===== config.mk =====
export PLATFORM = sky130hd
export DESIGN_NAME = filtered_nearest_neighbor_search_flat
export DESIGN_NICKNAME = d
export VERILOG_FILES = /design/src/rtl/fnns_pkg.sv /design/src/rtl/fnns_if.sv /design/src/rtl/filtered_nearest_neighbor_search.sv /design/src/rtl/fnns_eval.sv /design/src/flat_wrapper.sv
export VERILOG_INCLUDE_DIRS = /design/src /design/src/rtl
export SDC_FILE = /design/constraint.sdc
export NUM_CORES = 2
export LEC_CHECK = 0
export BUFFER_PORTS_ARGS = -buffer_cell sky130_fd_sc_hd__buf_2
export CAP_MARGIN = 20
export CORE_MARGIN = 10
export CORE_UTILIZATION = 50
export CTS_BUF_LIST = sky130_fd_sc_hd__clkbuf_8 sky130_fd_sc_hd__clkbuf_16
export CTS_CLUSTER_SIZE = 28
export DETAILED_ROUTE_END_ITERATION = 10
export PLACE_DENSITY = 0.73
export RECOVER_POWER = 100
export SYNTH_ARGS = -nofsm -noshare
export SYNTH_HDL_FRONTEND = slang
export SYNTH_SLANG_ARGS = --single-unit

===== constraint.sdc =====
create_clock -name clk -period 10.2 [get_ports clk]
set_input_delay 0.51 -clock clk [delete_from_list [all_inputs] [get_ports clk]]
set_output_delay 0.51 -clock clk [all_outputs]
set_load 0.01 [all_outputs]

===== src/rtl/filtered_nearest_neighbor_search_defines.svh =====
// assertion macros for the filtered nearest neighbor search
// needs clk and arst_n in the scope of each use
`ifndef FILTERED_NEAREST_NEIGHBOR_SEARCH_DEFINES_SVH
`define FILTERED_NEAREST_NEIGHBOR_SEARCH_DEFINES_SVH

// antecedent implies consequent in the same cycle
`define FNNS_ASSERT_NOW(label, ante, cons, msg) \
	label: assert property (@(posedge clk) disable iff (!arst_n) (ante) |-> (cons)) \
		else $error(msg);

// antecedent implies consequent in the next cycle
`define FNNS_ASSERT_NEXT(label, ante, cons, msg) \
	label: assert property (@(posedge clk) disable iff (!arst_n) (ante) |=> (cons)) \
		else $error(msg);

`endif


===== src/rtl/fnns_pkg.sv =====
// shared types, codes and helpers for the filtered nearest neighbor search
// no dependencies
package fnns_pkg;

	typedef enum logic {
		FUNC_SUBJECT   = 1'b0,
		FUNC_CANDIDATE = 1'b1
	} func_t;

	typedef enum logic {
		KIND_PEDESTRIAN = 1'b0,
		KIND_OBSTACLE   = 1'b1
	} kind_t;

	localparam int unsigned CoordW = 16;
	localparam int unsigned ShoulderW = 12;
	localparam int unsigned IndexW = 10;
	localparam int unsigned DistW = 33;

	typedef struct packed {
		logic signed [CoordW-1:0] x;
		logic signed [CoordW-1:0] y;
		logic signed [CoordW-1:0] vx;
		logic signed [CoordW-1:0] vy;
		logic [ShoulderW-1:0]     half_width;
		logic [IndexW-1:0]        id;
	} subject_t;

	typedef struct packed {
		func_t                    func;
		logic signed [CoordW-1:0] pos_x;
		logic signed [CoordW-1:0] pos_y;
		logic signed [CoordW-1:0] vel_x;
		logic signed [CoordW-1:0] vel_y;
		logic [ShoulderW-1:0]     shoulder;
		kind_t                    kind;
		logic [IndexW-1:0]        entity_index;
		logic                     last;
	} item_t;

	typedef struct packed {
		logic             qualified;
		logic [DistW-1:0] dist_sq;
	} eval_t;

	// magnitude of a signed coordinate, one bit wider
	function automatic logic [CoordW:0] abs_coord(input logic signed [CoordW-1:0] v);
		logic signed [CoordW:0] ext;
		ext = {v[CoordW-1], v};
		return v[CoordW-1] ? (CoordW+1)'(-ext) : (CoordW+1)'(ext);
	endfunction

endpackage


===== src/rtl/fnns_if.sv =====
// valid/ready channels for the filtered nearest neighbor search
// depends on fnns_pkg
interface fnns_in_if import fnns_pkg::*; ();
	logic                     valid;
	logic                     ready;
	func_t                    func;
	logic signed [CoordW-1:0] pos_x;
	logic signed [CoordW-1:0] pos_y;
	logic signed [CoordW-1:0] vel_x;
	logic signed [CoordW-1:0] vel_y;
	logic [ShoulderW-1:0]     shoulder;
	kind_t                    kind;
	logic [IndexW-1:0]        entity_index;
	logic                     last;

	modport source (
		output valid, func, pos_x, pos_y, vel_x, vel_y, shoulder, kind, entity_index, last,
		input ready
	);
	modport sink (
		input valid, func, pos_x, pos_y, vel_x, vel_y, shoulder, kind, entity_index, last,
		output ready
	);
endinterface

interface fnns_out_if import fnns_pkg::*; ();
	logic             valid;
	logic             ready;
	logic             found;
	kind_t            nearest_kind;
	logic [IndexW-1:0] nearest_index;
	logic [DistW-1:0] nearest_dist_sq;

	modport source (
		output valid, found, nearest_kind, nearest_index, nearest_dist_sq,
		input ready
	);
	modport sink (
		input valid, found, nearest_kind, nearest_index, nearest_dist_sq,
		output ready
	);
endinterface


===== src/rtl/filtered_nearest_neighbor_search.sv =====
// top level of the filtered nearest neighbor search
// depends on fnns_pkg, fnns_if, fnns_eval and filtered_nearest_neighbor_search_defines.svh
//
// one candidate beat per clock, sustained: a beat is registered at acceptance (_s1), the
// two 17x16 direction products, the two 17x17 squares for the distance and the cross-axis
// overlap run combinationally from it into a second register (_s2) as it moves on, and
// the running minimum plus the result register update as it leaves _s2; a result
// appears on the output channel once its last candidate has gone through _s1 and _s2
// into the result register. a subject beat loads the subject and clears the running
// search, and candidates after it are tested against it with no gap. the pipeline only
// holds when a result is ready to leave while the output register is still full and the
// sink is not ready. after reset the subject is all zero and no search is in progress
`include "filtered_nearest_neighbor_search_defines.svh"

module filtered_nearest_neighbor_search import fnns_pkg::*; (
	input  logic          clk,
	input  logic          arst_n,
	fnns_in_if.sink       items,
	fnns_out_if.source    results
);

	// loaded subject
	subject_t          subject_q;

	// stage 1: registered input beat
	logic              valid_s1;
	item_t             item_s1;

	// stage 2: evaluated candidate
	logic              valid_s2;
	func_t             func_s2;
	kind_t             kind_s2;
	logic [IndexW-1:0] index_s2;
	logic              last_s2;
	eval_t             eval_s2;

	// running minimum
	logic              best_valid_q;
	kind_t             best_kind_q;
	logic [IndexW-1:0] best_id_q;
	logic [DistW-1:0]  best_dist_q;

	// result register
	logic              out_valid_q;
	logic              found_q;
	kind_t             nearest_kind_q;
	logic [IndexW-1:0] nearest_index_q;
	logic [DistW-1:0]  nearest_dist_q;

	eval_t             eval_c;
	item_t             item_in;
	logic              emit_s2, go_s2, free_s2, go_s1, free_s1, take;
	logic              nb_valid;
	kind_t             nb_kind;
	logic [IndexW-1:0] nb_id;
	logic [DistW-1:0]  nb_dist;

	assign item_in = '{
		func:         items.func,
		pos_x:        items.pos_x,
		pos_y:        items.pos_y,
		vel_x:        items.vel_x,
		vel_y:        items.vel_y,
		shoulder:     items.shoulder,
		kind:         items.kind,
		entity_index: items.entity_index,
		last:         items.last
	};

	// flow: each stage moves when the next one frees up
	assign emit_s2 = (func_s2 == FUNC_CANDIDATE) && last_s2;
	assign go_s2   = valid_s2 && (!emit_s2 || !out_valid_q || results.ready);
	assign free_s2 = !valid_s2 || go_s2;
	assign go_s1   = valid_s1 && free_s2;
	assign free_s1 = !valid_s1 || go_s1;
	assign items.ready = free_s1;

	fnns_eval u_eval (
		.subject (subject_q),
		.cand    (item_s1),
		.result  (eval_c)
	);

	// running minimum, ties keep the earlier candidate
	assign take = valid_s2 && (func_s2 == FUNC_CANDIDATE) && eval_s2.qualified
		&& (!best_valid_q || (eval_s2.dist_sq < best_dist_q));
	assign nb_valid = take ? 1'b1 : best_valid_q;
	assign nb_kind  = take ? kind_s2 : best_kind_q;
	assign nb_id    = take ? index_s2 : best_id_q;
	assign nb_dist  = take ? eval_s2.dist_sq : best_dist_q;

	always_ff @(posedge clk or negedge arst_n) begin
		if (!arst_n) begin
			valid_s1 <= 1'b0;
			valid_s2 <= 1'b0;
		end else begin
			if (free_s1) begin
				valid_s1 <= items.valid;
			end
			if (free_s2) begin
				valid_s2 <= go_s1;
			end
		end
	end

	always_ff @(posedge clk) begin
		if (items.valid && free_s1) begin
			item_s1 <= item_in;
		end
		if (go_s1) begin
			func_s2  <= item_s1.func;
			kind_s2  <= item_s1.kind;
			index_s2 <= item_s1.entity_index;
			last_s2  <= item_s1.last;
			eval_s2  <= eval_c;
		end
	end

	// subject is loaded as its beat leaves stage 1, ahead of the next candidate
	always_ff @(posedge clk or negedge arst_n) begin
		if (!arst_n) begin
			subject_q <= '0;
		end else if (go_s1 && (item_s1.func == FUNC_SUBJECT)) begin
			subject_q <= '{
				x:          item_s1.pos_x,
				y:          item_s1.pos_y,
				vx:         item_s1.vel_x,
				vy:         item_s1.vel_y,
				half_width: item_s1.shoulder,
				id:         item_s1.entity_index
			};
		end
	end

	// search state clears on a subject beat and after each result
	always_ff @(posedge clk or negedge arst_n) begin
		if (!arst_n) begin
			best_valid_q <= 1'b0;
			best_kind_q  <= KIND_PEDESTRIAN;
			best_id_q    <= '0;
			best_dist_q  <= '0;
		end else if (go_s2) begin
			if ((func_s2 == FUNC_SUBJECT) || emit_s2) begin
				best_valid_q <= 1'b0;
				best_kind_q  <= KIND_PEDESTRIAN;
				best_id_q    <= '0;
				best_dist_q  <= '0;
			end else begin
				best_valid_q <= nb_valid;
				best_kind_q  <= nb_kind;
				best_id_q    <= nb_id;
				best_dist_q  <= nb_dist;
			end
		end
	end

	// result register, refilled in the same cycle it is drained
	always_ff @(posedge clk or negedge arst_n) begin
		if (!arst_n) begin
			out_valid_q <= 1'b0;
		end else if (go_s2 && emit_s2) begin
			out_valid_q <= 1'b1;
		end else if (results.ready) begin
			out_valid_q <= 1'b0;
		end
	end

	always_ff @(posedge clk) begin
		if (go_s2 && emit_s2) begin
			found_q         <= nb_valid;
			nearest_kind_q  <= nb_kind;
			nearest_index_q <= nb_id;
			nearest_dist_q  <= nb_dist;
		end
	end

	assign results.valid           = out_valid_q;
	assign results.found           = found_q;
	assign results.nearest_kind    = nearest_kind_q;
	assign results.nearest_index   = nearest_index_q;
	assign results.nearest_dist_sq = nearest_dist_q;

	// an empty search reports all-zero fields
	`FNNS_ASSERT_NOW(a_empty_result_zero, out_valid_q && !found_q,
		(nearest_kind_q == KIND_PEDESTRIAN) && (nearest_index_q == '0) && (nearest_dist_q == '0),
		"result without a match carries nonzero fields")
	// no running minimum means cleared search fields
	`FNNS_ASSERT_NOW(a_idle_search_clear, !best_valid_q,
		(best_id_q == '0) && (best_dist_q == '0) && (best_kind_q == KIND_PEDESTRIAN),
		"search state not cleared while no match is held")
	// a subject beat leaving stage 2 restarts the search
	`FNNS_ASSERT_NEXT(a_subject_clears, go_s2 && (func_s2 == FUNC_SUBJECT), !best_valid_q,
		"search not cleared after subject load")
	// input backpressure only comes from a full pipeline behind a blocked result
	`FNNS_ASSERT_NOW(a_stall_cause, !items.ready,
		valid_s1 && valid_s2 && emit_s2 && out_valid_q && !results.ready,
		"input stalled without a blocked result")

endmodule


===== src/rtl/fnns_eval.sv =====
// candidate test: direction, self match and cross-axis overlap, plus squared distance
// depends on fnns_pkg
module fnns_eval import fnns_pkg::*; (
	input  subject_t subject,
	input  item_t    cand,
	output eval_t    result
);

	logic signed [CoordW:0]     dx, dy;
	logic signed [2*CoordW:0]   px, py;
	logic signed [2*CoordW+1:0] dot;
	logic signed [2*CoordW+1:0] sqx, sqy;
	logic [CoordW:0]            s_ax, s_ay, c_ax, c_ay;
	logic                       s_xmaj, s_ymaj, c_xmaj, c_ymaj;
	logic                       is_ped, self_hit, behind, overlap;
	logic [ShoulderW-1:0]       hs, hc;
	logic signed [CoordW-1:0]   sc, cc;
	logic signed [CoordW+1:0]   sc_e, cc_e, hs_e, hc_e;

	// offsets from candidate to subject
	assign dx = $signed({subject.x[CoordW-1], subject.x}) - $signed({cand.pos_x[CoordW-1], cand.pos_x});
	assign dy = $signed({subject.y[CoordW-1], subject.y}) - $signed({cand.pos_y[CoordW-1], cand.pos_y});

	assign px  = dx * subject.vx;
	assign py  = dy * subject.vy;
	assign dot = $signed({px[2*CoordW], px}) + $signed({py[2*CoordW], py});

	assign sqx = dx * dx;
	assign sqy = dy * dy;

	// main heading of subject and candidate
	assign s_ax   = abs_coord(subject.vx);
	assign s_ay   = abs_coord(subject.vy);
	assign c_ax   = abs_coord(cand.vel_x);
	assign c_ay   = abs_coord(cand.vel_y);
	assign s_xmaj = s_ax > s_ay;
	assign s_ymaj = s_ay > s_ax;
	assign c_xmaj = c_ax > c_ay;
	assign c_ymaj = c_ay > c_ax;

	assign is_ped   = (cand.kind == KIND_PEDESTRIAN);
	assign self_hit = is_ped && (cand.entity_index == subject.id);
	assign behind   = dot[2*CoordW+1];

	assign hs = is_ped ? subject.half_width : '0;
	assign hc = (is_ped && ((s_xmaj && c_xmaj) || (s_ymaj && c_ymaj))) ? cand.shoulder : '0;
	assign sc = s_xmaj ? subject.y : subject.x;
	assign cc = s_xmaj ? cand.pos_y : cand.pos_x;

	assign sc_e = $signed({{2{sc[CoordW-1]}}, sc});
	assign cc_e = $signed({{2{cc[CoordW-1]}}, cc});
	assign hs_e = $signed({6'b0, hs});
	assign hc_e = $signed({6'b0, hc});

	// intervals meet when each low end sits at or below the other high end
	assign overlap = ((sc_e - hs_e) <= (cc_e + hc_e)) && ((cc_e - hc_e) <= (sc_e + hs_e));

	assign result.qualified = !self_hit && behind && overlap;
	assign result.dist_sq   = sqx[DistW-1:0] + sqy[DistW-1:0];

endmodule


===== src/flat_wrapper.sv =====
// flat-port wrapper written by rule: the top's interface ports become plain ports
module filtered_nearest_neighbor_search_flat import fnns_pkg::*;
  (clk, arst_n, items_valid, items_func, items_pos_x, items_pos_y, items_vel_x, items_vel_y, items_shoulder, items_kind, items_entity_index, items_last, items_ready, results_valid, results_found, results_nearest_kind, results_nearest_index, results_nearest_dist_sq, results_ready);
  fnns_in_if items_i ();
  fnns_out_if results_i ();
  input  logic clk;
  input  logic arst_n;
  input wire logic [$bits(items_i.valid)-1:0] items_valid;
  input wire logic [$bits(items_i.func)-1:0] items_func;
  input wire logic [$bits(items_i.pos_x)-1:0] items_pos_x;
  input wire logic [$bits(items_i.pos_y)-1:0] items_pos_y;
  input wire logic [$bits(items_i.vel_x)-1:0] items_vel_x;
  input wire logic [$bits(items_i.vel_y)-1:0] items_vel_y;
  input wire logic [$bits(items_i.shoulder)-1:0] items_shoulder;
  input wire logic [$bits(items_i.kind)-1:0] items_kind;
  input wire logic [$bits(items_i.entity_index)-1:0] items_entity_index;
  input wire logic [$bits(items_i.last)-1:0] items_last;
  output wire logic [$bits(items_i.ready)-1:0] items_ready;
  output wire logic [$bits(results_i.valid)-1:0] results_valid;
  output wire logic [$bits(results_i.found)-1:0] results_found;
  output wire logic [$bits(results_i.nearest_kind)-1:0] results_nearest_kind;
  output wire logic [$bits(results_i.nearest_index)-1:0] results_nearest_index;
  output wire logic [$bits(results_i.nearest_dist_sq)-1:0] results_nearest_dist_sq;
  input wire logic [$bits(results_i.ready)-1:0] results_ready;
  assign items_i.valid = items_valid;
  assign items_i.func = items_func;
  assign items_i.pos_x = items_pos_x;
  assign items_i.pos_y = items_pos_y;
  assign items_i.vel_x = items_vel_x;
  assign items_i.vel_y = items_vel_y;
  assign items_i.shoulder = items_shoulder;
  assign items_i.kind = items_kind;
  assign items_i.entity_index = items_entity_index;
  assign items_i.last = items_last;
  assign items_ready = items_i.ready;
  assign results_valid = results_i.valid;
  assign results_found = results_i.found;
  assign results_nearest_kind = results_i.nearest_kind;
  assign results_nearest_index = results_i.nearest_index;
  assign results_nearest_dist_sq = results_i.nearest_dist_sq;
  assign results_i.ready = results_ready;
  filtered_nearest_neighbor_search u_core (.clk(clk), .arst_n(arst_n), .items(items_i), .results(results_i));
endmodule

Word-level counts from Yosys, hierarchy flattened. Cells that the tools add are included.

Add/sub/neg operators: 12. Multipliers: 4. Divide/modulo/power cells: 0. $lt $le $gt $ge: 7. Equality and inequality tests: 1. Shift-type cells: 0. Multiplexer cells: 18. Bitwise logic cells: 3. Reductions and logical operators: 30.

Operators with widths (count): $gt A17 B17 Y1 (4); $mux W17 (4); $neg A16 Y17 (4); $mul A17 B16 Y33 (2); $mul A17 B17 Y33 (2); $mux W33 (2); $add A16 B13 Y17 (2); $add A33 B33 Y34 (1); $le A17 B17 Y1 (2); $sub A16 B13 Y17 (2); $sub A16 B16 Y17 (2); $add A33 B33 Y33 (1); $lt A33 B33 Y1 (1); $mux W16 (2); $mux W12 (2); $mux W10 (2); $logic_and A1 B1 Y1 (16); $eq A10 B10 Y1 (1); $logic_or A1 B1 Y1 (7); $logic_not A1 Y1 (6); $mux W1 (6); $not A1 Y1 (3); $reduce_bool A2 Y1 (1).

Register bits after elaboration: 315. Bits in latches: 0. Memory bits (writable): 0. ROM bits: 0. Output and inout port bits: 47. Logic and storage cells: 107. Memories kept: 0.

Depth between registers and ports, before layout.
Depth after elaboration: 11. Depth in mapped cells: 40. Mapped depth without buffers: 38.

Cells and area by module. From an unflattened synthesis, not the netlist that was laid out.

Cells, all modules: 5820. Area, all modules: 58263.4 um2.

By module, submodules not included: fnns_eval (times used 1, cells each 5119, area an instance 46154.3 um2, seq. area each 0.0 um2); filtered_nearest_neighbor_search (times used 1, cells each 701, area an instance 12109.1 um2, seq. area each 8788.4 um2).

Worst setup path before layout. OpenSTA, ideal clock, no wires.

Path type: flip-flop to flip-flop. Start point: reg u_core.item_s1[58] in the netlist's numbering. End point: reg u_core.eval_s2[31] in the netlist's numbering (data pin). Arrival: 9501 ps. Setup slack: 442 ps. Stages on the path, launching flop included: 37. Buffers on the path: 3. Period minus slack after synthesis: 9758 ps. Path through: edfxtp_1 -> inv_1 -> ha_1 -> nor2b_1 -> o31a_1 -> o41ai_4 -> o21ai_2 -> o41ai_4 -> o21a_2 -> nor2b_1 -> o22a_1 -> buf_6 -> buf_2 -> nor2_1 -> fa_1 -> fa_1 -> inv_1 -> fa_1 -> fa_1 -> inv_1 -> fa_1 -> fa_1 -> fa_1 -> inv_1 -> fa_1 -> inv_1 -> ha_1 -> clkbuf_1 -> a21o_1 -> a21o_1 -> a211oi_1 -> o21a_1 -> o31a_1 -> o21ai_0 -> o21a_1 -> nor2_1 -> xnor2_1.

RTL lines: from (decl) (RTL line filtered_nearest_neighbor_search.sv:27) `item_t item_s1;`; from (signal assigned) (RTL line filtered_nearest_neighbor_search.sv:108) `item_s1 <= item_in;`; to (signal assigned) (RTL line filtered_nearest_neighbor_search.sv:115) `eval_s2 <= eval_c;`; to (decl) (RTL line filtered_nearest_neighbor_search.sv:35) `eval_t eval_s2;`.

==> impl_metrics.py <==
metrics = {
    "run_status": {
        "status": "complete, but fails checks",
        "violations": "max-capacitance violations, max-slew violations",
    },
    "layout": {
        "fillers": 10100,
        "multi_input_area_um2": 42700,
        "seq_area_um2": 8790,
        "area_growth_pct": 6.63,
        "nets": 7684,
        "drive_above_1_share": 0.0676,
    },
    "worst_setup_path": {
        "worstPathArrival_ps": 10140,
        "cp.buffers_inverters": 6,
        "max_stage_delay_ps": 1570,
        "crit_top_cell": "fa_1",
        "cp_top_family": "adder cells",
        "crit_path_max_fanout": 26,
        "startpoint_type": "register",
        "worstSetupPathType": "register to register",
        "endpoint_kind": "register",
        "slowest_stage": "clkbuf_1",
        "crit_required_ps": 10540,
    },
    "route": {
        "remaining_drc_errors": 0,
        "wl_met2_um": 75400,
        "drt-met1-wl_um": 60500,
        "routed.top_layer": "met5",
        "via_per_inst": 5.39,
        "drt-total-wl_um": 156000,
        "drt_pass1_iterations": 6,
        "drt_iter0_drc": 2870,
        "vias": 40200,
        "ant_nets": 0,
        "wl_per_cell_um": 20.9,
        "route.met3.wl_um": 12000,
    },
    "yosys": {
        "ys.flop_type": "edfxtp_1",
        "synth_top_area_frac": 0.419,
        "synth-seq-cells": 315,
        "seq_area_frac_synth": 0.152,
        "ys_async_sr_fraction": 0.425,
        "ys_types": 79,
        "yosys-top-cells-area": "fa_1 42%, ha_1 10%, inv_1 9.6%, edfxtp_1 9.4%, dfrtp_1 5.8%",
        "synth.avg_cell_area_um2": 9.91,
        "syn_area_um2": 57700,
        "synth_cells": 5824,
        "synth-warning-count": 0,
        "yosysTopAreaCell": "fa_1",
        "synth_edf_count": 181,
    },
    "global_route": {
        "track_usage": 0.245,
        "gr-total-overflow": 0,
        "antenna_found_initial": 6,
        "grt_pass1_wl_um": 249000,
        "grt_max_degree": 95,
        "first_global_vias": 44100,
    },
    "min_path": {
        "min_path_type": "input port to register",
    },
    "cts": {
        "path_clk_slew_ps": 70,
        "clock_latency_ps": 660,
        "htree_levels": 1,
        "clk_path_buf_depth": 3,
        "clkSinkCount": 315,
        "clock-root-buffer": "clkbuf_16",
        "cts_made_buffers": 31,
        "cts_tree": "yes",
    },
    "floorplanning": {
        "die_y_um": 360,
        "ios": 140,
        "die_area_um2": 129000,
        "chipWidth_um": 360,
        "core-area_um2": 115000,
        "start_util": 0.504,
        "fp-row-count": 124,
    },
    "timing": {
        "post-route-period-util": 0.960,
        "rsz0062_at_grt": "false",
        "setup_ws_ps": 407,
        "setup_viol": 0,
        "period_minus_slack_ps": 9790,
        "worstMarginPinSlew_ps": 4560,
        "slew-limit-headroom": -2.04,
        "maxSlewViolCount": 532,
        "fin_setup_tns_ps": 0,
        "hold_viol": 0,
        "fmax_mhz": 102,
        "finalClockSkew_ps": 77.1,
    },
    "placed_design": {
        "dp_slack_ps": 184,
        "io_buffers": 139,
        "dpl.hpwl_um": 128000,
        "gp_congestion": 0.959,
    },
    "flow_run": {
        "drv_cap": 10,
    },
}
[sequential cells by signal, summed over array words and instances, names as in the netlist, 10 cells and up]
signal	flops
u_core.results.nearest_dist_sq	33
u_core.results.nearest_index	10
u_core.best_dist_q	33
u_core.best_id_q	10
u_core.eval_s2	34
u_core.index_s2	10
u_core.item_s1	89
u_core.subject_q	86
[routing by layer]
metal | vias up | track usage
met5 | - | 0
met4 | 10 | 0.0955
met3 | 412 | 0.0489
met2 | 1475 | 0.417
met1 | 20600 | 0.306
li1 | 17700 | -
[layout by cell type (no fill, tap or decap), types with 134 or more instances in the layout]
| cell | instances |
|---|---|
| and2_1 | 181 |
| dfrtp_1 | 134 |
| edfxtp_1 | 181 |
| fa_1 | 1206 |
| ha_1 | 463 |
| inv_1 | 1482 |
| nand2_1 | 580 |
| nor2_1 | 310 |
| xnor2_1 | 135 |
[cell usage after synthesis, drive strengths merged (15+ instances only)]
cell type / number
a21o: 61
a21oi: 94
a22o: 44
and2: 182
and3: 15
buf: 48
clkbuf: 168
dfrtp: 134
edfxtp: 181
fa: 1209
ha: 463
inv: 1478
mux2: 109
nand2: 580
nand2b: 44
nand3: 29
nand4: 25
nor2: 312
nor2b: 55
nor3: 36
o21a: 24
o21ai: 125
o21bai: 17
o31ai: 18
o41ai: 15
xnor2: 142
xor2: 80
[what timing repair did]
| action | 4_1_cts | 5_1_grt |
|---|---|---|
| setup buffers | 0 | 5 |
| gates resized for setup | 0 | 17 |
| hold endpoints to repair | 46 | 0 |
| hold buffers | 1 | 0 |
| setup endpoints to repair | 0 | 9 |
[kinds of logic after synthesis]
family	synth area share
mux	0.0230
simple gates	0.105
fa+ha+maj	0.520
other cells	0.000130
xor+xnor	0.0342
compound gates	0.0546
flops	0.152
buf+inv	0.112
[through the flow]
step	cell area, um2	hold WS, ps	utilization	std cells
floorplan	57700	214	-	5826
global placement	60600	431	0.529	7390
detailed placement	60600	434	0.529	7390
CTS	61600	32.4	0.538	7449
global route	61500	41.5	0.538	7456
finish	61500	61.7	0.538	7457
[layout make-up]
cell class	count	share of cell area
diodes	1	0.0000407
clock buffers	32	0.0128
clock inverters	26	0.00299
inverters	1482	0.0905
multi-input cells	3813	0.693
flip-flops and latches	315	0.143
well taps	1512	0.0307
repair buffers	276	0.0270
[path summary, 6_finish.rpt]
path	to	cells past startpoint	slack (ps)	start
worst min-delay path	u_core.item_s1[62]	1	60	items_pos_y[6]
worst max-delay path	u_core.eval_s2[31]	27	410	u_core.item_s1[56]
worst min register to register	u_core.last_s2	0	450	u_core.item_s1[0]
min in group asynchronous	u_core.best_id_q[7]	2	2100	arst_n
max in group asynchronous	u_core.subject_q[70]	3	3240	arst_n
worst max register to register	u_core.eval_s2[31]	27	410	u_core.item_s1[56]
Power is left out: the tool's default activity adds up to more than one toggle a clock period on the data nets, which glitch-free logic cannot reach.
